--- config.mk ---
export PLATFORM = sky130hd
export DESIGN_NAME = gas_level_to_hsl_color_flat
export DESIGN_NICKNAME = d
export VERILOG_FILES = /design/src/hdl/glh_pkg.sv /design/src/hdl/glh_if.sv /design/src/hdl/glh_div_cell.sv /design/src/hdl/glh_ramp.sv /design/src/hdl/gas_level_to_hsl_color.sv /design/src/flat_wrapper.sv
export SDC_FILE = /design/constraint.sdc
export NUM_CORES = 2
export LEC_CHECK = 0
export ABC_AREA = 1
export BUFFER_PORTS_ARGS = -buffer_cell sky130_fd_sc_hd__buf_2
export CORE_ASPECT_RATIO = 0.7
export CORE_UTILIZATION = 58
export DETAILED_ROUTE_END_ITERATION = 16
export PLACE_DENSITY = 0.83
export SLEW_MARGIN = 40
export SYNTH_ARGS = -nofsm -noshare
export SYNTH_HDL_FRONTEND = slang
export SYNTH_SLANG_ARGS = --single-unit
export TNS_END_PERCENT = 20
--- constraint.sdc ---
create_clock -name clk -period 30 [get_ports clk]
set_input_delay 1.5 -clock clk [delete_from_list [all_inputs] [get_ports clk]]
set_output_delay 1.5 -clock clk [all_outputs]
set_load 0.02 [all_outputs]
--- src/hdl/glh_pkg.sv ---
// ----------------------------------------------------------------------------
// glh_pkg: shared types and constants of the gas level to color converter
// Fixed-point constants, register map codes and pipeline word types.
// ----------------------------------------------------------------------------
`default_nettype none
package glh_pkg;

	localparam int unsigned HueStart  = 9600;   // 600 degrees in 1/16 degree
	localparam int unsigned HueSpan   = 4800;   // 300 degrees in 1/16 degree
	localparam int unsigned HueWrap   = 5760;   // 360 degrees in 1/16 degree
	localparam int unsigned SectorLen = 960;    // 60 degrees in 1/16 degree
	localparam int unsigned QuoBits   = 13;     // quotient never exceeds HueSpan
	localparam int unsigned RemBits   = 29;     // HueSpan * 65535 fits here
	localparam int unsigned RecipShift = 36;
	// ceil(2^36 / 960): exact floor division for products below 2^26
	localparam logic [26:0] RecipSector = 27'd71582789;

	localparam int unsigned AddrBits = 4;

	typedef enum logic [1:0] {
		REG_FULL_SCALE = 2'd0,
		REG_SAT        = 2'd1,
		REG_LIGHT      = 2'd2
	} reg_idx_t;

	typedef struct packed {
		logic [RemBits-1:0] rem;
		logic [QuoBits-1:0] quo;
	} div_word_t;

	function automatic logic [12:0] sector_base(input logic [2:0] sec);
		logic [12:0] b;
		case (sec)
			3'd0:    b = 13'd0;
			3'd1:    b = 13'd960;
			3'd2:    b = 13'd1920;
			3'd3:    b = 13'd2880;
			3'd4:    b = 13'd3840;
			default: b = 13'd4800;
		endcase
		return b;
	endfunction

	function automatic logic [7:0] to_channel(input logic [16:0] v);
		logic [24:0] p;
		p = {v, 8'd0} - {8'd0, v};
		return (p[24:16] > 9'd255) ? 8'd255 : p[23:16];
	endfunction

endpackage
`default_nettype wire

--- src/hdl/glh_if.sv ---
// ----------------------------------------------------------------------------
// glh channel interfaces
// Ready/valid channels for the ppm reading and the RGB color word.
// ----------------------------------------------------------------------------
`default_nettype none
interface glh_meas_if;
	logic        valid;
	logic        ready;
	logic [15:0] co2_ppm;
	modport source (output valid, output co2_ppm, input ready);
	modport sink   (input valid, input co2_ppm, output ready);
endinterface

interface glh_color_if;
	logic       valid;
	logic       ready;
	logic [7:0] red;
	logic [7:0] green;
	logic [7:0] blue;
	modport source (output valid, output red, output green, output blue, input ready);
	modport sink   (input valid, input red, input green, input blue, output ready);
endinterface
`default_nettype wire

--- src/hdl/glh_div_cell.sv ---
// ----------------------------------------------------------------------------
// glh_div_cell: one restoring division cell
// Tries one shifted divisor against the partial remainder, yields one bit.
// ----------------------------------------------------------------------------
`default_nettype none
module glh_div_cell (
	input  wire logic                       clk,
	input  wire logic                       arst_n,
	input  wire logic                       en,
	input  wire logic                       vin,
	input  wire glh_pkg::div_word_t         win,
	input  wire logic [glh_pkg::RemBits-1:0] dv,
	output logic                            vout,
	output glh_pkg::div_word_t              wout
);
	import glh_pkg::*;

	logic hit;
	assign hit = (win.rem >= dv);

	always_ff @(posedge clk or negedge arst_n) begin
		if (!arst_n) begin
			vout <= 1'b0;
		end else if (en) begin
			vout <= vin;
		end
	end

	always_ff @(posedge clk) begin
		if (en) begin
			wout.rem <= hit ? (win.rem - dv) : win.rem;
			wout.quo <= {win.quo[QuoBits-2:0], hit};
		end
	end
endmodule
`default_nettype wire

--- src/hdl/glh_ramp.sv ---
// ----------------------------------------------------------------------------
// glh_ramp: two-stage ramp interpolator
// Computes floor(d * k / 960) with a product stage and a reciprocal stage.
// ----------------------------------------------------------------------------
`default_nettype none
module glh_ramp (
	input  wire logic        clk,
	input  wire logic        en,
	input  wire logic [16:0] d,
	input  wire logic [9:0]  k,
	output logic [16:0]      ramp_s2
);
	import glh_pkg::*;

	logic [26:0] prod_s1;
	logic [53:0] recip;

	assign recip = {27'd0, prod_s1} * {27'd0, RecipSector};

	always_ff @(posedge clk) begin
		if (en) begin
			prod_s1 <= 27'({10'd0, d} * {17'd0, k});
			ramp_s2 <= recip[RecipShift+16:RecipShift];
		end
	end
endmodule
`default_nettype wire

--- src/hdl/gas_level_to_hsl_color.sv ---
// ----------------------------------------------------------------------------
// gas_level_to_hsl_color: ppm reading to RGB color via HSL hue
// Clamps, maps the reading to a hue, converts to RGB with six sectors.
// ----------------------------------------------------------------------------
//  channel  | dir | word
//  meas     | in  | co2_ppm[15:0]
//  color    | out | red, green, blue [7:0]
//  apb      | in  | ppm_full_scale @0, sat_level @4, light_level @8
//
// One word per cycle while the output is not stalled: a product stage, 13 division
// cells (one quotient bit each), a hue stage, two ramp stages, output.
// The whole pipeline moves when the output register is empty or taken.
// arst_n clears the stage valid bits and loads the register defaults.
// ----------------------------------------------------------------------------
`default_nettype none
module gas_level_to_hsl_color (
	input  wire logic                          clk,
	input  wire logic                          arst_n,
	glh_meas_if.sink                           meas,
	glh_color_if.source                        color,
	input  wire logic                          psel,
	input  wire logic                          penable,
	input  wire logic                          pwrite,
	input  wire logic [glh_pkg::AddrBits-1:0]  paddr,
	input  wire logic [31:0]                   pwdata,
	output logic [31:0]                        prdata,
	output logic                               pready
);
	import glh_pkg::*;

	logic [15:0] fs_q;
	logic [7:0]  sat_q;
	logic [7:0]  light_q;
	reg_idx_t    ridx;

	assign ridx   = reg_idx_t'(paddr[3:2]);
	assign pready = 1'b1;

	always_ff @(posedge clk or negedge arst_n) begin
		if (!arst_n) begin
			fs_q    <= 16'd3500;
			sat_q   <= 8'd230;
			light_q <= 8'd77;
		end else if (psel && penable && pwrite) begin
			case (ridx)
				REG_FULL_SCALE: fs_q    <= pwdata[15:0];
				REG_SAT:        sat_q   <= pwdata[7:0];
				REG_LIGHT:      light_q <= pwdata[7:0];
				default: ;
			endcase
		end
	end

	always_comb begin
		case (ridx)
			REG_FULL_SCALE: prdata = {16'd0, fs_q};
			REG_SAT:        prdata = {24'd0, sat_q};
			REG_LIGHT:      prdata = {24'd0, light_q};
			default:        prdata = 32'd0;
		endcase
	end

	// Pipeline advance
	logic en;
	logic vout_q;
	assign en         = !vout_q || color.ready;
	assign meas.ready = en;

	logic [15:0] fsv;
	logic [15:0] clamp;
	assign fsv   = (fs_q == 16'd0) ? 16'd1 : fs_q;
	assign clamp = (meas.co2_ppm > fsv) ? fsv : meas.co2_ppm;

	logic      v_s1;
	div_word_t w_s1;
	always_ff @(posedge clk or negedge arst_n) begin
		if (!arst_n) begin
			v_s1 <= 1'b0;
		end else if (en) begin
			v_s1 <= meas.valid;
		end
	end
	always_ff @(posedge clk) begin
		if (en) begin
			w_s1.rem <= RemBits'({16'd0, clamp} * 32'(HueSpan));
			w_s1.quo <= '0;
		end
	end

	// Division chain, most significant quotient bit first
	logic      dvld [QuoBits+1];
	div_word_t dwrd [QuoBits+1];
	assign dvld[0] = v_s1;
	assign dwrd[0] = w_s1;

	for (genvar i = 0; i < QuoBits; i++) begin : g_div
		logic [RemBits-1:0] dv;
		assign dv = RemBits'({13'd0, fsv} << (QuoBits - 1 - i));
		glh_div_cell u_cell (
			.clk    (clk),
			.arst_n (arst_n),
			.en     (en),
			.vin    (dvld[i]),
			.win    (dwrd[i]),
			.dv     (dv),
			.vout   (dvld[i+1]),
			.wout   (dwrd[i+1])
		);
	end

	// Hue, sector and offset
	logic [13:0] hraw;
	logic [12:0] hue;
	logic [2:0]  sec;
	assign hraw = 14'(HueStart) - {1'b0, dwrd[QuoBits].quo};
	assign hue  = (hraw >= 14'(HueWrap)) ? 13'(hraw - 14'(HueWrap)) : hraw[12:0];

	always_comb begin
		if (hue < 13'd960)       sec = 3'd0;
		else if (hue < 13'd1920) sec = 3'd1;
		else if (hue < 13'd2880) sec = 3'd2;
		else if (hue < 13'd3840) sec = 3'd3;
		else if (hue < 13'd4800) sec = 3'd4;
		else                     sec = 3'd5;
	end

	logic       v_h;
	logic [2:0] sec_h;
	logic [9:0] f_h;
	logic [12:0] fwide;
	assign fwide = hue - sector_base(sec);
	always_ff @(posedge clk or negedge arst_n) begin
		if (!arst_n) begin
			v_h <= 1'b0;
		end else if (en) begin
			v_h <= dvld[QuoBits];
		end
	end
	always_ff @(posedge clk) begin
		if (en) begin
			sec_h <= sec;
			f_h   <= fwide[9:0];
		end
	end

	// Chroma depends only on the registers; it is refreshed every cycle.
	logic [16:0] twol;
	logic [16:0] ldev;
	logic [16:0] onem;
	logic [32:0] cprod;
	logic [15:0] half_q;
	assign twol  = {light_q, 9'd0};
	assign ldev  = (twol >= 17'h10000) ? (twol - 17'h10000) : (17'h10000 - twol);
	assign onem  = 17'h10000 - ldev;
	assign cprod = {1'b0, sat_q, 8'd0} * onem;
	always_ff @(posedge clk) begin
		half_q <= cprod[32:17];
	end

	logic [16:0] lv;
	logic [16:0] mx;
	logic [16:0] mn;
	logic [16:0] dd;
	assign lv = {1'b0, light_q, 8'd0};
	assign mx = lv + {1'b0, half_q};
	assign mn = lv - {1'b0, half_q};
	assign dd = {half_q, 1'b0};

	logic [16:0] rise_s2;
	logic [16:0] fall_s2;
	glh_ramp u_rise (.clk(clk), .en(en), .d(dd), .k(f_h), .ramp_s2(rise_s2));
	glh_ramp u_fall (
		.clk(clk), .en(en), .d(dd), .k(10'(SectorLen) - f_h), .ramp_s2(fall_s2)
	);

	logic       v_r1, v_r2;
	logic [2:0] sec_r1, sec_r2;
	always_ff @(posedge clk or negedge arst_n) begin
		if (!arst_n) begin
			v_r1   <= 1'b0;
			v_r2   <= 1'b0;
			vout_q <= 1'b0;
		end else if (en) begin
			v_r1   <= v_h;
			v_r2   <= v_r1;
			vout_q <= v_r2;
		end
	end
	always_ff @(posedge clk) begin
		if (en) begin
			sec_r1 <= sec_h;
			sec_r2 <= sec_r1;
		end
	end

	logic [16:0] rv, fv, r, g, b;
	assign rv = mn + rise_s2;
	assign fv = mn + fall_s2;
	always_comb begin
		case (sec_r2)
			3'd0:    begin r = mx; g = rv; b = mn; end
			3'd1:    begin r = fv; g = mx; b = mn; end
			3'd2:    begin r = mn; g = mx; b = rv; end
			3'd3:    begin r = mn; g = fv; b = mx; end
			3'd4:    begin r = rv; g = mn; b = mx; end
			default: begin r = mx; g = mn; b = fv; end
		endcase
	end

	logic [7:0] red_q, green_q, blue_q;
	always_ff @(posedge clk) begin
		if (en) begin
			red_q   <= to_channel(r);
			green_q <= to_channel(g);
			blue_q  <= to_channel(b);
		end
	end

	assign color.valid = vout_q;
	assign color.red   = red_q;
	assign color.green = green_q;
	assign color.blue  = blue_q;
endmodule
`default_nettype wire

--- src/flat_wrapper.sv ---
// flat-port wrapper written by rule: the top's interface ports become plain ports
module gas_level_to_hsl_color_flat import glh_pkg::*;
  (clk, arst_n, psel, penable, pwrite, paddr, pwdata, prdata, pready, meas_valid, meas_co2_ppm, meas_ready, color_valid, color_red, color_green, color_blue, color_ready);
  glh_meas_if meas_i ();
  glh_color_if color_i ();
  input  wire logic clk;
  input  wire logic arst_n;
  input  wire logic psel;
  input  wire logic penable;
  input  wire logic pwrite;
  input  wire logic [glh_pkg::AddrBits-1:0] paddr;
  input  wire logic [31:0] pwdata;
  output logic [31:0] prdata;
  output logic pready;
  input wire logic [$bits(meas_i.valid)-1:0] meas_valid;
  input wire logic [$bits(meas_i.co2_ppm)-1:0] meas_co2_ppm;
  output wire logic [$bits(meas_i.ready)-1:0] meas_ready;
  output wire logic [$bits(color_i.valid)-1:0] color_valid;
  output wire logic [$bits(color_i.red)-1:0] color_red;
  output wire logic [$bits(color_i.green)-1:0] color_green;
  output wire logic [$bits(color_i.blue)-1:0] color_blue;
  input wire logic [$bits(color_i.ready)-1:0] color_ready;
  assign meas_i.valid = meas_valid;
  assign meas_i.co2_ppm = meas_co2_ppm;
  assign meas_ready = meas_i.ready;
  assign color_valid = color_i.valid;
  assign color_red = color_i.red;
  assign color_green = color_i.green;
  assign color_blue = color_i.blue;
  assign color_i.ready = color_ready;
  gas_level_to_hsl_color u_core (.clk(clk), .arst_n(arst_n), .meas(meas_i), .color(color_i), .psel(psel), .penable(penable), .pwrite(pwrite), .paddr(paddr), .pwdata(pwdata), .prdata(prdata), .pready(pready));
endmodule
# After elaboration in Yosys (flattened, before gate mapping)
# Index checks and enable logic that the tools add are counted.
[op_classes]
magnitude_cmp = 24
n_mux = 26
n_eq_ne = 10
add_sub_neg = 26
multipliers = 6
reduce_logical = 15
n_shift = 0
bitwise = 0
div_mod_pow = 0
[ops]
columns = ["cell", "count"]
rows = [
  ["$mux W29", 12],
  ["$pmux W17 S3", 3],
  ["$mul A26 B27 Y52 const B", 2],
  ["$sub A25 B17 Y25", 3],
  ["$mul A16 B10 Y26", 2],
  ["$pmux W10 S5", 1],
  ["$pmux W16 S3", 1],
  ["$add A17 B17 Y17", 2],
  ["$sub A17 B17 Y17 const A", 2],
  ["$mux W16", 2],
  ["$ge A29 B16 Y1", 1],
  ["$ge A29 B17 Y1", 1],
  ["$ge A29 B18 Y1", 1],
  ["$ge A29 B19 Y1", 1],
  ["$ge A29 B20 Y1", 1],
  ["$ge A29 B21 Y1", 1],
  ["$ge A29 B22 Y1", 1],
  ["$ge A29 B23 Y1", 1],
  ["$ge A29 B24 Y1", 1],
  ["$ge A29 B25 Y1", 1],
  ["$ge A29 B26 Y1", 1],
  ["$ge A29 B27 Y1", 1],
  ["$ge A29 B28 Y1", 1],
  ["$sub A29 B17 Y29", 1],
  ["other kinds (45)", 63],
]
[totals]
ram_bits = 0
out_inout_bits = 59
romBits = 0
inputBits = 59
latchBits = 0
mem_count = 0
reg_bits = 657
elab_cells = 167

# Logic depth before layout (Yosys ltp)
[depth]
word_depth = 12
depth_mapped = 36
ltp_nobuf = 35

# Cells and area by module
# A second synthesis with hierarchy kept.
[unflattened]
cells_unflattened = 14613
hier_area_um2 = 102736.0
[modules_own_cells]
columns = ["module", "n_inst", "area_each_um2", "seq_area_each_um2", "cells_each"]
rows = [
  ["glh_div_cell at u_core.g_div[0].u_cell ...", 11, 4226.6, 1286.2, 641],
  ["gas_level_to_hsl_color", 1, 16280.6, 3248.1, 2374],
  ["glh_ramp at u_core.u_rise", 1, 15795.1, 1321.3, 1977],
  ["glh_ramp at u_core.u_fall", 1, 15602.5, 1321.3, 1921],
  ["glh_div_cell at u_core.g_div[8].u_cell ...", 2, 4282.9, 1286.2, 645],
]

# Worst setup path after synthesis
# OpenSTA, ideal clock, no wires.
[synth_path]
path_kind = "input -> output"
startpoint = "in color_ready"
endpoint = "out meas_ready"
cell_stages = 3
required_ns = 28.500
path_buffers = 1
t_arrival_ns = 16.384
setup_slack_ns = 12.116
cell_sequence = "inv_1 nand2_1 clkbuf_1"
[synth_between]
elab_chain_cells = 1
[synth_lines]
columns = ["item", "line_no", "rtl"]
rows = [
  ["from (decl)", "flat_wrapper.sv:22", "input wire logic [$bits(color_i.ready)-1:0] color_ready;"],
  ["$logic_or A1 B1 Y1", "gas_level_to_hsl_color.sv:66", "assign en = !vout_q || color.ready;"],
  ["to (decl)", "flat_wrapper.sv:17", "output wire logic [$bits(meas_i.ready)-1:0] meas_ready;"],
]
# No other way between the ends.

# Final worst setup path
[layout_path]
startpoint = "reg u_core.fs_q[1]"
endpoint = "reg u_core.w_s1 (netlist bit u_core.dwrd[585]), data pin"
[layout_between]
elab_chain_cells = 5
[layout_lines]
columns = ["item", "line_no", "rtl"]
rows = [
  ["from (decl)", "gas_level_to_hsl_color.sv:31", "logic [15:0] fs_q;"],
  ["from (signal assigned)", "gas_level_to_hsl_color.sv:46", "REG_FULL_SCALE: fs_q <= pwdata[15:0];"],
  ["$logic_not A16 Y1", "gas_level_to_hsl_color.sv:71", "assign fsv = (fs_q == 16'd0) ? 16'd1 : fs_q;"],
  ["$mux W16 (*)", "gas_level_to_hsl_color.sv:71", ""],
  ["$gt A16 B16 Y1", "gas_level_to_hsl_color.sv:72", "assign clamp = (meas.co2_ppm > fsv) ? fsv : meas.co2_ppm;"],
  ["$mux W16 (*)", "gas_level_to_hsl_color.sv:72", ""],
  ["$mul A16 B7 Y23 (*)", "gas_level_to_hsl_color.sv:85", "w_s1.rem <= RemBits'({16'd0, clamp} * 32'(HueSpan));"],
  ["to (decl)", "gas_level_to_hsl_color.sv:75", "div_word_t w_s1;"],
]
# Every way passes the cells marked *; elsewhere a longest branch is shown, timed or not.
# A chain may end at the register's enable or synchronous reset.

==> run_results.csv <==
group,metric,value,unit
status,run_status,"finished, final reports clean",
sta,worst_slew_pin_slew,0.934,ns
synthesis,netlist.area_leader.share,23.9,%
floorplanning,die_y,286,um
worst_setup_path,worst-path-max-fanout,32,
drt,routedWlPerCell,19.1,um
sta,fin_ws,21.76,ns
floorplanning,core.rowCount,103,
worst_setup_path,worst_path_max_delay_cell,"dfrtp_1",
drt,top_layer,"met4",
sta,relSlewSlack,37.7,%
floorplanning,core_region_area,114000,sq um
sta,fin_crit,8.24,ns
synthesis,ys_ff_latch,599,
synthesis,synthMuxAreaShare,0,%
worst_setup_path,startpoint_type,"register",
drt,firstDrtPassIters,6,
synthesis,ys.flop_type,"edfxtp_1",
drt,drt_iter0_drc,6169,
synthesis,synth_compound_area_share,10.4,%
sta,fmax,121,MHz
final_layout,fill_cells,9331,
final_layout,final_cell_mix,"nand2_1, inv_1, ha_1",
worst_setup_path,cp_common_cell,"nand2_1",
worst_setup_path,cp_data_arrival_time,8.67,ns
drt,drt-total-wl,185000,um
clock_tree,cts_buffers,60,
grt,grt_usage,31.3,%
sta,setup_violations,0,
synthesis,yosys.area_share.simple,19.1,%
clock_tree,h-tree-depth,2,
floorplanning,io_pins,118,
worst_setup_path,cpPeakStageDelay,0.70,ns
final_layout,layoutNonFillerInstCount,9671,
synthesis,synth_top_family_by_area,"adder cells",
drt,vias,56800,
clock_tree,insertion_delay,0.71,ns
synthesis,synth_area_per_cell,8.32,sq um
worst_setup_path,critPathRequiredTime,30.43,ns
sta,final-max-slew-violation-count,0,
place,dp_hpwl,146000,um
drt,dr_wl_met2,79500,um
drt,drc,0,
sta,rsz0062_at_grt,"no",
final_layout,layout_commonest_cell,"nand2_1",
sta,final.setup_skew,0.0532,ns
sta,tns,0,ns
clock_tree,cts_num_sinks,599,
clock_tree,clk_pin_slew,0.07,ns
floorplanning,start_util,58.9,%
grt,grt_pass1_vias,55000,
final_layout,final_util,62.6,%
synthesis,synth_xor_xnor_area_share,4.54,%
clock_tree,cts_tree,"built",
place,dpl.cell_count,9556,
clock_tree,cts_resized,0,
drt,wl_met3,18500,um
place,place.gp.congestion,1.00,
synthesis,synthArstFlopShare,8.35,%
drt,vias_per_cell,5.88,
place,port_buffers,82,
synthesis,yosys.cell_types.count,74,
worst_setup_path,cp-end-kind,"register",
worst_hold_path,hp-class,"register to register",
final_layout,regArea,17600,sq um
drt,m1WireLength,78900,um
run,maxCapViolations,0,
synthesis,yosysWarnings,0,
floorplanning,dieArea,117000,sq um
synthesis,synth_area_leaders,"edfxtp_1, ha_1, fa_1",
floorplanning,die_w,408,um
worst_setup_path,worstSetupPathType,"register to register",
synthesis,synth-seq-area-share,26.3,%
clock_tree,ctsRootBufferMaster,"clkbuf_16",
grt,grt_start_max_net_pins,145,
synthesis,yosys.area.top_type,"edfxtp_1",
synthesis,syn_area,67000,sq um
sta,fin_crit_sh,27.5,%
grt,grt_antenna_before_repair,2,
drt,drtAntennaViolNets,0,
synthesis,synth-edff-count,533,
final_layout,drive_above_1_share,4.49,%
synthesis,synthAdderAreaFrac,31.4,%
final_layout,nNetsFinal,9546,
place,place_ws,22.04,ns
clock_tree,ctsLongestPathBuffers,3,
synthesis,syn_inst,8052,
grt,overflow,0,
clock_tree,post_cts_buffers,0,
sta,hold_viol,0,
grt,grt_first_pass_wirelength,292000,um
final_layout,synthToLayoutAreaGrowth,6.35,%
clock_tree,cts_hold_buffers,0,
final_layout,multi_input_area,43900,sq um
## area by class of cell
| cell class | count | share of cell area, % |
|---|---|---|
| well taps | 1522 | 2.67 |
| repair buffers | 125 | 1.11 |
| clock buffers | 69 | 2.24 |
| inverters | 1289 | 6.80 |
| multi-input cells | 6021 | 61.6 |
| clock inverters | 45 | 0.859 |
| diodes | 1 | 0.00351 |
| flip-flops and latches | 599 | 24.7 |
## critical path: cells and delay by family, from the launching register on
family | cells | cell delay, ns
XOR/XNOR | 1 | 0.11
buffers and inverters | 6 | 1.26
flip-flops | 1 | 0.70
AO/OA/AOI/OAI | 11 | 2.53
AND/OR/NAND/NOR | 11 | 1.17
adder cells (fa/ha/maj) | 6 | 2.17
## final timing paths
kind | slack [ns] | end | startpoint | cells past startpoint
worst max-delay path | 21.76 | u_core.dwrd[585]$_DFFE_PP_ | u_core.fs_q[1]$_DFFE_PN0P_ | 35
worst min-delay path | 0.41 | u_core.g_div[9].u_cell.wout[2]$_DFFE_PP_ | u_core.g_div[8].u_cell.wout[1]$_DFFE_PP_ | 0
worst max register to register | 21.76 | u_core.dwrd[585]$_DFFE_PP_ | u_core.fs_q[1]$_DFFE_PN0P_ | 35
worst min register to register | 0.41 | u_core.g_div[9].u_cell.wout[2]$_DFFE_PP_ | u_core.g_div[8].u_cell.wout[1]$_DFFE_PP_ | 0
max in group asynchronous | 28.57 | u_core.sat_q[4]$_DFFE_PN0P_ | arst_n | 2
min in group asynchronous | 0.94 | u_core.color.valid$_DFFE_PN0P_ | arst_n | 2
## metal layers
| layer | up-vias | GRT usage, % |
|---|---|---|
| met4 | 0 | 11.8 |
| li1 | 26800 | - |
| met2 | 2755 | 47.9 |
| met1 | 26900 | 43.9 |
| met5 | - | 0 |
| met3 | 462 | 6.22 |
## Yosys cell counts, types with 16 or more instances
master,count
nand2_1,1664
nand4_1,112
dfxtp_1,16
o21bai_1,28
inv_2,23
buf_2,40
nand3b_1,36
a31oi_1,42
fa_1,481
a21oi_1,537
a21o_1,37
xor2_1,185
o211ai_1,24
a211oi_1,19
nand3_1,345
o21ai_1,31
edfxtp_1,533
xnor2_1,162
nor4_1,53
nor3_1,78
nand2_2,17
nor2_1,613
buf_4,21
inv_1,1264
or2_2,28
ha_1,910
dfrtp_1,34
dfstp_2,16
clkbuf_1,75
o21ai_0,454
## flip-flops by register name (all words and copies together) (netlist names), 3 cells and up
name and count:
u_core.g_div.u_cell.wout 382, u_core.u_rise.prod_s1 26, u_core.u_fall.prod_s1 25, u_core.dwrd 23, u_core.u_fall.ramp_s2 17, u_core.u_rise.ramp_s2 17, u_core.fs_q 16, u_core.half_q 16
u_core.g_div.u_cell.vout 13, u_core.f_h 10, u_core.color.blue 8, u_core.color.green 8, u_core.color.red 8, u_core.light_q 8, u_core.sat_q 8, u_core.sec_h 3
u_core.sec_r1 3, u_core.sec_r2 3
## kinds of logic (layout without fill, tap and decap cells)
logic type / count (synthesis) / after routing
other cells: 2 / 18
fa+ha+maj: 1391 / 1391
xor+xnor: 347 / 347
buf+inv: 1447 / 1528
compound gates: 1261 / 1261
flops: 599 / 599
simple gates: 3005 / 3005
## per-stage QoR
stage | cell area, sq um | hold WS, ns
final | 71200 | 0.412
after global routing | 71200 | 0.425
after CTS | 71200 | 0.416
after detailed placement | 69000 | 0.405
after global placement | 68900 | 0.400
after floorplan | 67000 | 0.400
Power is not shown: default switching activity piles up to over one toggle a cycle in this logic, so the estimate is an artifact.
